$ cat config.mk
export PLATFORM = sky130hd
export DESIGN_NAME = bar_level_peak_hold_meter_flat
export DESIGN_NICKNAME = d
export VERILOG_FILES = /design/src/rtl/blphm_pkg.sv /design/src/rtl/blphm_if.sv /design/src/rtl/bar_level_peak_hold_meter.sv /design/src/rtl/blphm_store.sv /design/src/rtl/blphm_calc.sv /design/src/flat_wrapper.sv
export VERILOG_INCLUDE_DIRS = /design/src /design/src/rtl
export SDC_FILE = /design/constraint.sdc
export NUM_CORES = 2
export LEC_CHECK = 0
export BUFFER_PORTS_ARGS = -buffer_cell sky130_fd_sc_hd__buf_2
export CORE_MARGIN = 4
export CORE_UTILIZATION = 60
export DETAILED_ROUTE_END_ITERATION = 16
export GPL_TIMING_DRIVEN = 0
export PLACE_DENSITY_LB_ADDON = 0.08
export SLEW_MARGIN = 20
export SYNTH_ARGS = -nofsm -noshare
export SYNTH_HDL_FRONTEND = slang
export SYNTH_SLANG_ARGS = --single-unit
$ cat constraint.sdc
create_clock -name clk -period 32 [get_ports clk]
set_clock_uncertainty 0.1 [all_clocks]
set_input_delay 8 -clock clk [delete_from_list [all_inputs] [get_ports clk]]
set_output_delay 8 -clock clk [all_outputs]
set_load 0.01 [all_outputs]
$ cat src/rtl/bar_level_peak_hold_meter_assert.svh
// ---------------------------------------------------------------------------
// bar level meter assertion macros
// concurrent checks on clk, disabled while rst_n is low
// ---------------------------------------------------------------------------
`ifndef BAR_LEVEL_PEAK_HOLD_METER_ASSERT_SVH
`define BAR_LEVEL_PEAK_HOLD_METER_ASSERT_SVH
`ifndef NO_ASSERTIONS
// same-cycle implication
`define BLPHM_ASSERT_IMP(label, cond, prop, msg) \
  label: assert property (@(posedge clk) disable iff (!rst_n) (cond) |-> (prop)) \
    else $error(msg);
// next-cycle implication
`define BLPHM_ASSERT_NEXT(label, cond, prop, msg) \
  label: assert property (@(posedge clk) disable iff (!rst_n) (cond) |=> (prop)) \
    else $error(msg);
`else
`define BLPHM_ASSERT_IMP(label, cond, prop, msg)
`define BLPHM_ASSERT_NEXT(label, cond, prop, msg)
`endif
`endif

$ cat src/rtl/blphm_pkg.sv
// ---------------------------------------------------------------------------
// blphm_pkg
// shared types and constants of the bar level peak hold meter
// ---------------------------------------------------------------------------
`default_nettype none

package blphm_pkg;

  localparam int LEVEL_W = 16;
  localparam int HOLD_W  = 6;
  localparam int BAR_W   = 5;
  localparam int CFG_IDX_W = 3;

  // register indexes
  localparam logic [CFG_IDX_W-1:0] CFG_ATTACK_COEF = 3'd0;
  localparam logic [CFG_IDX_W-1:0] CFG_DECAY_COEF  = 3'd1;
  localparam logic [CFG_IDX_W-1:0] CFG_HOLD_TICKS  = 3'd2;
  localparam logic [CFG_IDX_W-1:0] CFG_FALL_STEP   = 3'd3;
  localparam logic [CFG_IDX_W-1:0] CFG_ACT_MARGIN  = 3'd4;

  // register reset values
  localparam logic [LEVEL_W-1:0] RST_ATTACK_COEF = 16'd56667;
  localparam logic [LEVEL_W-1:0] RST_DECAY_COEF  = 16'd27089;
  localparam logic [HOLD_W-1:0]  RST_HOLD_TICKS  = 6'd14;
  localparam logic [LEVEL_W-1:0] RST_FALL_STEP   = 16'd1201;
  localparam logic [LEVEL_W-1:0] RST_ACT_MARGIN  = 16'd66;

  // item modes
  localparam logic MODE_STEP = 1'b0;
  localparam logic MODE_LOAD = 1'b1;

  typedef struct packed {
    logic [LEVEL_W-1:0] attack_coef;
    logic [LEVEL_W-1:0] decay_coef;
    logic [HOLD_W-1:0]  hold_ticks;
    logic [LEVEL_W-1:0] fall_step;
    logic [LEVEL_W-1:0] activity_margin;
  } cfg_t;

  typedef struct packed {
    logic [LEVEL_W-1:0] body;
    logic [LEVEL_W-1:0] peak;
    logic [HOLD_W-1:0]  hold;
  } bar_state_t;

  typedef struct packed {
    logic               en;
    logic [BAR_W-1:0]   bar;
    bar_state_t         st;
  } wr_req_t;

  typedef struct packed {
    logic [BAR_W-1:0]   bar_number;
    logic [LEVEL_W-1:0] body_level;
    logic [LEVEL_W-1:0] peak_level;
    logic               active;
  } result_t;

endpackage

`default_nettype wire

$ cat src/rtl/blphm_if.sv
// ---------------------------------------------------------------------------
// blphm_if
// valid/ready channels for target levels in and bar results out
// ---------------------------------------------------------------------------
`default_nettype none

interface blphm_in_if
  import blphm_pkg::*;
();
  logic               valid;
  logic               ready;
  logic               mode;
  logic [BAR_W-1:0]   bar_index;
  logic [LEVEL_W-1:0] target_level;

  modport source (output valid, output mode, output bar_index, output target_level,
                  input ready);
  modport sink   (input valid, input mode, input bar_index, input target_level,
                  output ready);
endinterface

interface blphm_out_if
  import blphm_pkg::*;
();
  logic               valid;
  logic               ready;
  logic [BAR_W-1:0]   bar_number;
  logic [LEVEL_W-1:0] body_level;
  logic [LEVEL_W-1:0] peak_level;
  logic               active;

  modport source (output valid, output bar_number, output body_level, output peak_level,
                  output active, input ready);
  modport sink   (input valid, input bar_number, input body_level, input peak_level,
                  input active, output ready);
endinterface

`default_nettype wire

$ cat src/rtl/bar_level_peak_hold_meter.sv
// ---------------------------------------------------------------------------
// bar_level_peak_hold_meter
// per-bar eased level meter with peak cap hold and fall
// ---------------------------------------------------------------------------
// Each transfer on in_item updates one bar: in step mode the body level eases
// toward target_level by the attack or decay fraction, and the peak cap
// follows it up, holds for hold_ticks transfers of that bar, then falls by
// fall_step per transfer without dropping below the body; load mode sets body
// and peak to the target and clears the hold. Every input transfer gives one
// result transfer on out_item, in order. The block takes one item per clock
// while out_item is not stalled; an item for the same bar as the item directly
// ahead of it waits until that item has left stage b, because the bar state
// lives in one memory and the update needs that item's write-back (read at
// accept, multiply, update and write, so the read-modify-write loop spans two
// stages). Bars at or above NUM_BARS leave the state alone and report zero
// levels. The state memory needs no clearing pass: a valid bit per bar makes a
// bar read as zero until its first write. Configuration registers are written
// through cfg_we/cfg_index/cfg_wdata while no item is in flight; the user must
// keep to this, as the block itself does not enforce it.
// ---------------------------------------------------------------------------
`default_nettype none

module bar_level_peak_hold_meter
  import blphm_pkg::*;
#(
  parameter int NUM_BARS = 32
) (
  input  wire logic                 clk,
  input  wire logic                 rst_n,
  input  wire logic                 cfg_we,
  input  wire logic [CFG_IDX_W-1:0] cfg_index,
  input  wire logic [LEVEL_W-1:0]   cfg_wdata,
  blphm_in_if.sink                  in_item,
  blphm_out_if.source               out_item
);

  `include "bar_level_peak_hold_meter_assert.svh"

  // configuration registers
  cfg_t cfg_r;

  // stage a: item waiting on its memory read
  logic               a_v_r;
  logic               a_mode_r;
  logic [BAR_W-1:0]   a_bar_r;
  logic [LEVEL_W-1:0] a_target_r;
  logic               a_inr;

  // stage b valid and output register
  logic               b_v_r;
  logic               out_v_r;
  logic               out_v_nxt;
  result_t            out_res_r;

  // handshake
  logic               in_fire;
  logic               out_free;
  logic               b_go;
  logic               b_free;
  logic               hazard;
  logic               a_go;
  logic               a_free;

  // datapath links
  bar_state_t         a_state;
  logic [BAR_W-1:0]   b_bar;
  logic               b_inr;
  bar_state_t         b_state_nxt;
  result_t            b_result;
  wr_req_t            wr;

  always_ff @(posedge clk) begin
    if (!rst_n) begin
      cfg_r.attack_coef     <= RST_ATTACK_COEF;
      cfg_r.decay_coef      <= RST_DECAY_COEF;
      cfg_r.hold_ticks      <= RST_HOLD_TICKS;
      cfg_r.fall_step       <= RST_FALL_STEP;
      cfg_r.activity_margin <= RST_ACT_MARGIN;
    end else if (cfg_we) begin
      case (cfg_index)
        CFG_ATTACK_COEF: cfg_r.attack_coef     <= cfg_wdata;
        CFG_DECAY_COEF:  cfg_r.decay_coef      <= cfg_wdata;
        CFG_HOLD_TICKS:  cfg_r.hold_ticks      <= cfg_wdata[HOLD_W-1:0];
        CFG_FALL_STEP:   cfg_r.fall_step       <= cfg_wdata;
        CFG_ACT_MARGIN:  cfg_r.activity_margin <= cfg_wdata;
        default: ;
      endcase
    end
  end

  // pipeline flow: each stage moves when the one after it has room
  assign out_free = !out_v_r || out_item.ready;
  assign b_go     = b_v_r && out_free;
  assign b_free   = !b_v_r || b_go;
  // same bar right behind a pending write-back: let b write first
  assign hazard   = a_v_r && b_v_r && a_inr && b_inr && (a_bar_r == b_bar);
  assign a_go     = a_v_r && b_free && !hazard;
  assign a_free   = !a_v_r || a_go;

  assign in_item.ready = a_free;
  assign in_fire       = in_item.valid && a_free;

  // bar range check, widened so any meter size up to 256 compares cleanly
  assign a_inr = {4'd0, a_bar_r} < 9'(NUM_BARS);

  always_ff @(posedge clk) begin
    if (!rst_n) begin
      a_v_r <= 1'b0;
      b_v_r <= 1'b0;
    end else begin
      if (a_free) begin
        a_v_r <= in_item.valid;
      end
      if (b_free) begin
        b_v_r <= a_go;
      end
    end
  end

  // item payload into stage a on every input transfer
  always_ff @(posedge clk) begin
    if (in_fire) begin
      a_mode_r   <= in_item.mode;
      a_bar_r    <= in_item.bar_index;
      a_target_r <= in_item.target_level;
    end
  end

  // write-back as the result leaves stage b
  assign wr.en  = b_go && b_inr;
  assign wr.bar = b_bar;
  assign wr.st  = b_state_nxt;

  blphm_store #(
    .NUM_BARS (NUM_BARS)
  ) u_store (
    .clk     (clk),
    .rst_n   (rst_n),
    .rd_en   (in_fire),
    .rd_bar  (in_item.bar_index),
    .q_bar   (a_bar_r),
    .q_state (a_state),
    .wr      (wr)
  );

  blphm_calc u_calc (
    .clk         (clk),
    .ld          (a_go),
    .a_mode      (a_mode_r),
    .a_bar       (a_bar_r),
    .a_target    (a_target_r),
    .a_inr       (a_inr),
    .a_state     (a_state),
    .cfg         (cfg_r),
    .b_bar       (b_bar),
    .b_inr       (b_inr),
    .b_state_nxt (b_state_nxt),
    .b_result    (b_result)
  );

  // output register parts the result channel from the pipeline
  always_comb begin
    out_v_nxt = out_v_r;
    if (b_go) begin
      out_v_nxt = 1'b1;
    end else if (out_item.ready) begin
      out_v_nxt = 1'b0;
    end
  end

  always_ff @(posedge clk) begin
    if (!rst_n) begin
      out_v_r <= 1'b0;
    end else begin
      out_v_r <= out_v_nxt;
    end
  end

  always_ff @(posedge clk) begin
    if (b_go) begin
      out_res_r <= b_result;
    end
  end

  assign out_item.valid      = out_v_r;
  assign out_item.bar_number = out_res_r.bar_number;
  assign out_item.body_level = out_res_r.body_level;
  assign out_item.peak_level = out_res_r.peak_level;
  assign out_item.active     = out_res_r.active;

  // an item never overtakes the pending write-back of its own bar
  `BLPHM_ASSERT_IMP(a_same_bar_waits, hazard, !a_go, "same-bar item left stage a early")
  // a result leaving stage b always lands in the output register
  `BLPHM_ASSERT_NEXT(a_b_to_out, b_go, out_v_r, "stage b result lost")
  // the peak cap never sits below the body
  `BLPHM_ASSERT_IMP(a_peak_above_body, out_v_r,
                    out_res_r.peak_level >= out_res_r.body_level, "peak below body")

endmodule

`default_nettype wire

$ cat src/rtl/blphm_store.sv
// ---------------------------------------------------------------------------
// blphm_store
// per-bar state memory with valid bits and write-back forwarding
// ---------------------------------------------------------------------------
`default_nettype none

module blphm_store
  import blphm_pkg::*;
#(
  parameter int NUM_BARS = 32
) (
  input  wire logic             clk,
  input  wire logic             rst_n,
  input  wire logic             rd_en,
  input  wire logic [BAR_W-1:0] rd_bar,
  input  wire logic [BAR_W-1:0] q_bar,
  output      bar_state_t       q_state,
  input  wire wr_req_t          wr
);

  localparam int AW = (NUM_BARS > 1) ? $clog2(NUM_BARS) : 1;

  bar_state_t            mem [NUM_BARS];
  bar_state_t            rd_q_r;
  logic [NUM_BARS-1:0]   vld_r;
  wr_req_t               lw0_r;
  wr_req_t               lw1_r;

  logic [AW-1:0] rd_addr;
  logic [AW-1:0] wr_addr;
  logic [AW-1:0] q_addr;

  assign rd_addr = AW'(rd_bar);
  assign wr_addr = AW'(wr.bar);
  assign q_addr  = AW'(q_bar);

  always_ff @(posedge clk) begin
    if (wr.en) begin
      mem[wr_addr] <= wr.st;
    end
    if (rd_en) begin
      rd_q_r <= mem[rd_addr];
    end
  end

  // valid bits and the last two writes (en bit is the valid of each)
  always_ff @(posedge clk) begin
    if (!rst_n) begin
      vld_r    <= '0;
      lw0_r.en <= 1'b0;
      lw1_r.en <= 1'b0;
    end else if (wr.en) begin
      vld_r[wr_addr] <= 1'b1;
      lw0_r          <= wr;
      lw1_r          <= lw0_r;
    end
  end

  // the read may miss up to two writes that land at or after it
  always_comb begin
    q_state = vld_r[q_addr] ? rd_q_r : '0;
    if (lw1_r.en && (lw1_r.bar == q_bar)) begin
      q_state = lw1_r.st;
    end
    if (lw0_r.en && (lw0_r.bar == q_bar)) begin
      q_state = lw0_r.st;
    end
  end

endmodule

`default_nettype wire

$ cat src/rtl/blphm_calc.sv
// ---------------------------------------------------------------------------
// blphm_calc
// easing multiply, then body, peak cap, hold and activity update
// ---------------------------------------------------------------------------
`default_nettype none

module blphm_calc
  import blphm_pkg::*;
(
  input  wire logic               clk,
  input  wire logic               ld,
  input  wire logic               a_mode,
  input  wire logic [BAR_W-1:0]   a_bar,
  input  wire logic [LEVEL_W-1:0] a_target,
  input  wire logic               a_inr,
  input  wire bar_state_t         a_state,
  input  wire cfg_t               cfg,
  output      logic [BAR_W-1:0]   b_bar,
  output      logic               b_inr,
  output      bar_state_t         b_state_nxt,
  output      result_t            b_result
);

  // multiply side
  logic               up;
  logic [LEVEL_W-1:0] gap;
  logic [LEVEL_W-1:0] coef;
  logic [31:0]        prod;

  // stage registers
  logic               mode_r;
  logic [BAR_W-1:0]   bar_r;
  logic [LEVEL_W-1:0] target_r;
  logic               inr_r;
  bar_state_t         old_r;
  logic               up_r;
  logic [31:0]        prod_r;

  // update side
  logic [32:0]        rnd;
  logic [LEVEL_W-1:0] step;
  logic [LEVEL_W-1:0] body_n;
  logic [LEVEL_W-1:0] peak_n;
  logic [HOLD_W-1:0]  hold_n;
  logic [LEVEL_W:0]   body_fall;
  logic [LEVEL_W:0]   body_margin;
  logic [LEVEL_W-1:0] diff;
  logic               act;

  assign up   = a_target > a_state.body;
  assign gap  = up ? (a_target - a_state.body) : (a_state.body - a_target);
  assign coef = up ? cfg.attack_coef : cfg.decay_coef;
  assign prod = gap * coef;

  always_ff @(posedge clk) begin
    if (ld) begin
      mode_r   <= a_mode;
      bar_r    <= a_bar;
      target_r <= a_target;
      inr_r    <= a_inr;
      old_r    <= a_state;
      up_r     <= up;
      prod_r   <= prod;
    end
  end

  // rounded step, halves away from zero; never passes the target
  assign rnd  = {1'b0, prod_r} + 33'd32768;
  assign step = rnd[31:16];

  always_comb begin
    body_n    = up_r ? (old_r.body + step) : (old_r.body - step);
    body_fall = {1'b0, body_n} + {1'b0, cfg.fall_step};
    peak_n    = old_r.peak;
    hold_n    = old_r.hold;
    if (mode_r == MODE_LOAD) begin
      body_n = target_r;
      peak_n = target_r;
      hold_n = '0;
    end else if (body_n >= old_r.peak) begin
      peak_n = body_n;
      hold_n = cfg.hold_ticks;
    end else if (old_r.hold != '0) begin
      hold_n = old_r.hold - 6'd1;
    end else begin
      peak_n = ({1'b0, old_r.peak} > body_fall) ? (old_r.peak - cfg.fall_step) : body_n;
    end
  end

  assign body_margin = {1'b0, body_n} + {1'b0, cfg.activity_margin};
  assign diff        = (body_n > target_r) ? (body_n - target_r) : (target_r - body_n);
  assign act         = (body_n > cfg.activity_margin) || ({1'b0, peak_n} > body_margin) ||
                       (diff > cfg.activity_margin);

  assign b_bar            = bar_r;
  assign b_inr            = inr_r;
  assign b_state_nxt.body = body_n;
  assign b_state_nxt.peak = peak_n;
  assign b_state_nxt.hold = hold_n;

  // bars beyond the meter report zeros
  always_comb begin
    b_result.bar_number = bar_r;
    b_result.body_level = inr_r ? body_n : '0;
    b_result.peak_level = inr_r ? peak_n : '0;
    b_result.active     = inr_r && act;
  end

endmodule

`default_nettype wire

$ cat src/flat_wrapper.sv
// flat-port wrapper written by rule: the top's interface ports become plain ports
module bar_level_peak_hold_meter_flat import blphm_pkg::*;
#(
  parameter int NUM_BARS = 32
)
  (clk, rst_n, cfg_we, cfg_index, cfg_wdata, in_item_valid, in_item_mode, in_item_bar_index, in_item_target_level, in_item_ready, out_item_valid, out_item_bar_number, out_item_body_level, out_item_peak_level, out_item_active, out_item_ready);
  blphm_in_if in_item_i ();
  blphm_out_if out_item_i ();
  input  wire logic clk;
  input  wire logic rst_n;
  input  wire logic cfg_we;
  input  wire logic [CFG_IDX_W-1:0] cfg_index;
  input  wire logic [LEVEL_W-1:0] cfg_wdata;
  input wire logic [$bits(in_item_i.valid)-1:0] in_item_valid;
  input wire logic [$bits(in_item_i.mode)-1:0] in_item_mode;
  input wire logic [$bits(in_item_i.bar_index)-1:0] in_item_bar_index;
  input wire logic [$bits(in_item_i.target_level)-1:0] in_item_target_level;
  output wire logic [$bits(in_item_i.ready)-1:0] in_item_ready;
  output wire logic [$bits(out_item_i.valid)-1:0] out_item_valid;
  output wire logic [$bits(out_item_i.bar_number)-1:0] out_item_bar_number;
  output wire logic [$bits(out_item_i.body_level)-1:0] out_item_body_level;
  output wire logic [$bits(out_item_i.peak_level)-1:0] out_item_peak_level;
  output wire logic [$bits(out_item_i.active)-1:0] out_item_active;
  input wire logic [$bits(out_item_i.ready)-1:0] out_item_ready;
  assign in_item_i.valid = in_item_valid;
  assign in_item_i.mode = in_item_mode;
  assign in_item_i.bar_index = in_item_bar_index;
  assign in_item_i.target_level = in_item_target_level;
  assign in_item_ready = in_item_i.ready;
  assign out_item_valid = out_item_i.valid;
  assign out_item_bar_number = out_item_i.bar_number;
  assign out_item_body_level = out_item_i.body_level;
  assign out_item_peak_level = out_item_i.peak_level;
  assign out_item_active = out_item_i.active;
  assign out_item_i.ready = out_item_ready;
  bar_level_peak_hold_meter #(.NUM_BARS(NUM_BARS)) u_core (.clk(clk), .rst_n(rst_n), .cfg_we(cfg_we), .cfg_index(cfg_index), .cfg_wdata(cfg_wdata), .in_item(in_item_i), .out_item(out_item_i));
endmodule
==> flow_metrics.env <==
export IMPL_run_status="complete, no violations"
export IMPL_clock_tree_from_tritoncts="done"
export IMPL_sequential_cell_area_um2=46500
export IMPL_postSynthRegisterBits=1585
export IMPL_cts_hold_buf=0
export IMPL_cts_repair_timing_setup_buffer_count=0
export IMPL_critPathArrivalTime_ns=8.81
export IMPL_core_region_area_um2=126000
export IMPL_design_die_area_um2=133000
export IMPL_critPathKind="input pin to output pin"
export IMPL_clkLatencyLatePin_ns=0.79
export IMPL_post_drt_wl_per_cell_um=29.5
export IMPL_dpl_hpwl_um=148000
export IMPL_vias_per_cell=6.39
export IMPL_maxCapViolCount=0
export IMPL_syn_nets=5437
export IMPL_synth_seq_area_share_pct=60.9
export IMPL_grt_first_pass_wirelength_um=303000
export IMPL_gr_usage_all_layers_pct=31.7
export IMPL_nNetsFinal=5784
export IMPL_remaining_drc_errors=0
export IMPL_grt_antenna_before_repair=15
export IMPL_cts_inserted_buffers=158
export IMPL_reg2reg_setup_slack_ns=18.97
export IMPL_min_period_ns=16.91
export IMPL_floorplan_die_height_um=365
export IMPL_final_min_period_over_clock_period_pct=52.8
export IMPL_worstSetupStartpointType="input pin"
export IMPL_via_count=44800
export IMPL_finalWeightedCongestion=0.960
export IMPL_ys_top_cells_by_area="sky130_fd_sc_hd__edfxtp_1 58%, sky130_fd_sc_hd__mux4_2 12%, sky130_fd_sc_hd__fa_1 5.3%, sky130_fd_sc_hd__ha_1 5.1%, sky130_fd_sc_hd__dfxtp_1 2.8%"
export IMPL_critical_path_max_fanout=3
export IMPL_grt_pass1_vias=45100
export IMPL_n_fill_cell=8418
export IMPL_grt_setup_unrepaired="false"
export IMPL_cts_root_to_sink_buffers=3
export IMPL_synth_top_area_cell="sky130_fd_sc_hd__edfxtp_1"
export IMPL_ant_nets=0
export IMPL_clk_pin_slew_worst_setup_hold_paths_ns=0.06
export IMPL_cts_resized=0
export IMPL_hp_class="register to register"
export IMPL_synth_enable_flop_cells=1478
export IMPL_clkSinkCount=1585
export IMPL_setup_worst_path_end_class="output pin"
export IMPL_wirelength_um=207000
export IMPL_finalHoldViolCount=0
export IMPL_synthesis_area_um2=76400
export IMPL_buffer_ports_inserted=84
export IMPL_synthToLayoutAreaGrowth_pct=13.3
export IMPL_io_pins=86
export IMPL_yosys_cell_types_count=88
export IMPL_grt_overflow_total=0
export IMPL_multiInputGateArea_um2=28100
export IMPL_async_reset_ff_share_pct=0
export IMPL_cts_max_level=4
export IMPL_finalSetupTns_ns=0
export IMPL_row_count=130
export IMPL_die_w_um=365
export IMPL_setup_viols_final=0
export IMPL_drt_pass1_iterations=6
export IMPL_syn_area_per_cell_um2=15.7
export IMPL_timing_max_slew_rel_slack_pct=22.7
export IMPL_finalMaxSlewViolations=0
export IMPL_iter_0_drt_violations=5361
export IMPL_post_synth_top_area_fraction_pct=58.1
export IMPL_fmax_ghz=0.0591
export IMPL_worst_ep_required_time_ns=23.90
export IMPL_start_util_pct=60.6
export IMPL_drive_gt1_share_pct=19.1
export IMPL_grt_start_max_net_pins=59
export IMPL_tightest_slew_ns=1.16
export IMPL_clock_root_buffer="sky130_fd_sc_hd__clkbuf_16"
export IMPL_yosys_warnings=0
export IMPL_synth_top_flop_cell="sky130_fd_sc_hd__edfxtp_1"
export IMPL_number_of_cells_produced_by_synthesis=4877
-- state kept, by name, summed over array words and instances, names as in the netlist --
signal	cells
u_core.out_item.peak_level	16
u_core.a_v_r	1
u_core.a_bar_r	5
u_core.b_v_r	1
u_core.u_store.vld_r	32
u_core.u_calc.old_r	38
u_core.u_store.lw1_r	44
u_core.a_target_r	16
u_core.out_item.bar_number	5
u_core.out_item.body_level	16
u_core.out_item.valid	1
u_core.u_calc.mode_r	1
u_core.u_calc.prod_r	17
u_core.u_store.mem	1216
u_core.cfg_r	70
u_core.u_calc.up_r	1
u_core.a_mode_r	1
u_core.u_store.lw0_r	44
u_core.u_calc.target_r	16
u_core.out_item.active	1
u_core.u_calc.b_bar	5
u_core.u_store.rd_q_r	38
-- through the flow --
stage / setup WS, ns / hold slack, ns / utilization (%) / instances / area, µm²
6_report: 15.09 / 0.318 / 68.6 / 7001 / 86500
5_1_grt: 14.98 / 0.342 / 68.6 / 7000 / 86500
4_1_cts: 15.09 / 0.320 / 68.6 / 7000 / 86500
3_5_place_dp: 15.10 / 0.306 / 64.7 / 6714 / 81500
3_3_place_gp: 15.20 / 0.310 / 62.5 / 6611 / 78800
2_1_floorplan: 15.45 / 0.300 / - / 4877 / 76400
-- routing by layer --
metal,up-vias,track usage [%],share of wire [%]
met2,2229,53.2,50
met5,-,0,0.0058
met4,2,11.9,4.2
li1,19100,-,-
met3,423,5.53,8.1
met1,23000,42.0,38
-- cells in the mapped netlist (87+ instances only) --
| master | instances |
|---|---|
| sky130_fd_sc_hd__fa_1 | 201 |
| sky130_fd_sc_hd__ha_1 | 313 |
| sky130_fd_sc_hd__o21ai_0 | 106 |
| sky130_fd_sc_hd__xnor2_1 | 87 |
| sky130_fd_sc_hd__nand2_1 | 390 |
| sky130_fd_sc_hd__mux4_2 | 390 |
| sky130_fd_sc_hd__dfxtp_1 | 107 |
| sky130_fd_sc_hd__edfxtp_1 | 1478 |
| sky130_fd_sc_hd__nor2_1 | 199 |
| sky130_fd_sc_hd__clkbuf_1 | 137 |
| sky130_fd_sc_hd__inv_1 | 396 |
| sky130_fd_sc_hd__a21oi_1 | 132 |
-- critical path, cell delays in order --
cell and delay [ns]:
sky130_fd_sc_hd__buf_2 0.09, sky130_fd_sc_hd__nor2b_1 0.20, sky130_fd_sc_hd__nand2_1 0.11, sky130_fd_sc_hd__nand3_1 0.17
sky130_fd_sc_hd__nand2_1 0.09, sky130_fd_sc_hd__buf_2 0.14
-- layout by cell type, fill, tap and decap left out, drive strengths merged, types with 64 or more instances in the layout --
cell type,Yosys,layout
ha,313,313
buf,65,247
clkinv,0,68
a21oi,137,137
nand3,73,73
mux2,64,64
mux4,390,390
xnor2,93,93
o21ai,114,114
clkbuf,137,349
nor2,201,201
nand2,390,390
inv,397,402
fa,201,201
edfxtp,1478,1478
dfxtp,107,107
-- final timing paths --
path,start,endpoint,depth (start not counted)
worst min register to register,u_core.a_mode_r,u_core.u_calc.mode_r,0
worst max-delay path,out_item_ready,in_item_ready,6
worst min-delay path,u_core.a_mode_r,u_core.u_calc.mode_r,0
worst max register to register,u_core.a_bar_r[1],u_core.u_calc.prod_r[24],40
-- cell type report --
type	instances	share of cell area, %
multi-input combinational	2693	32.5
inverter	397	1.73
buffer	202	1.00
tap	1650	2.39
timing repair buffer	187	2.89
clock inverter	79	0.793
clock buffer	207	4.93
antenna	1	0.00289
sequential	1585	53.8
-- cells by family (layout without fill, tap and decap cells) --
kind of cell / after synthesis / after routing / synth area share (%)
compound gates: 616 / 616 / 5.42
mux: 489 / 489 / 12.9
other cells: 0 / 1 / 0
xor+xnor: 146 / 146 / 1.74
fa+ha+maj: 514 / 514 / 10.4
flops: 1585 / 1585 / 60.9
simple gates: 928 / 928 / 5.53
buf+inv: 599 / 1072 / 3.05
Power is left out: the tool's default activity adds up to more than one toggle a clock period on the data nets, which glitch-free logic cannot reach.
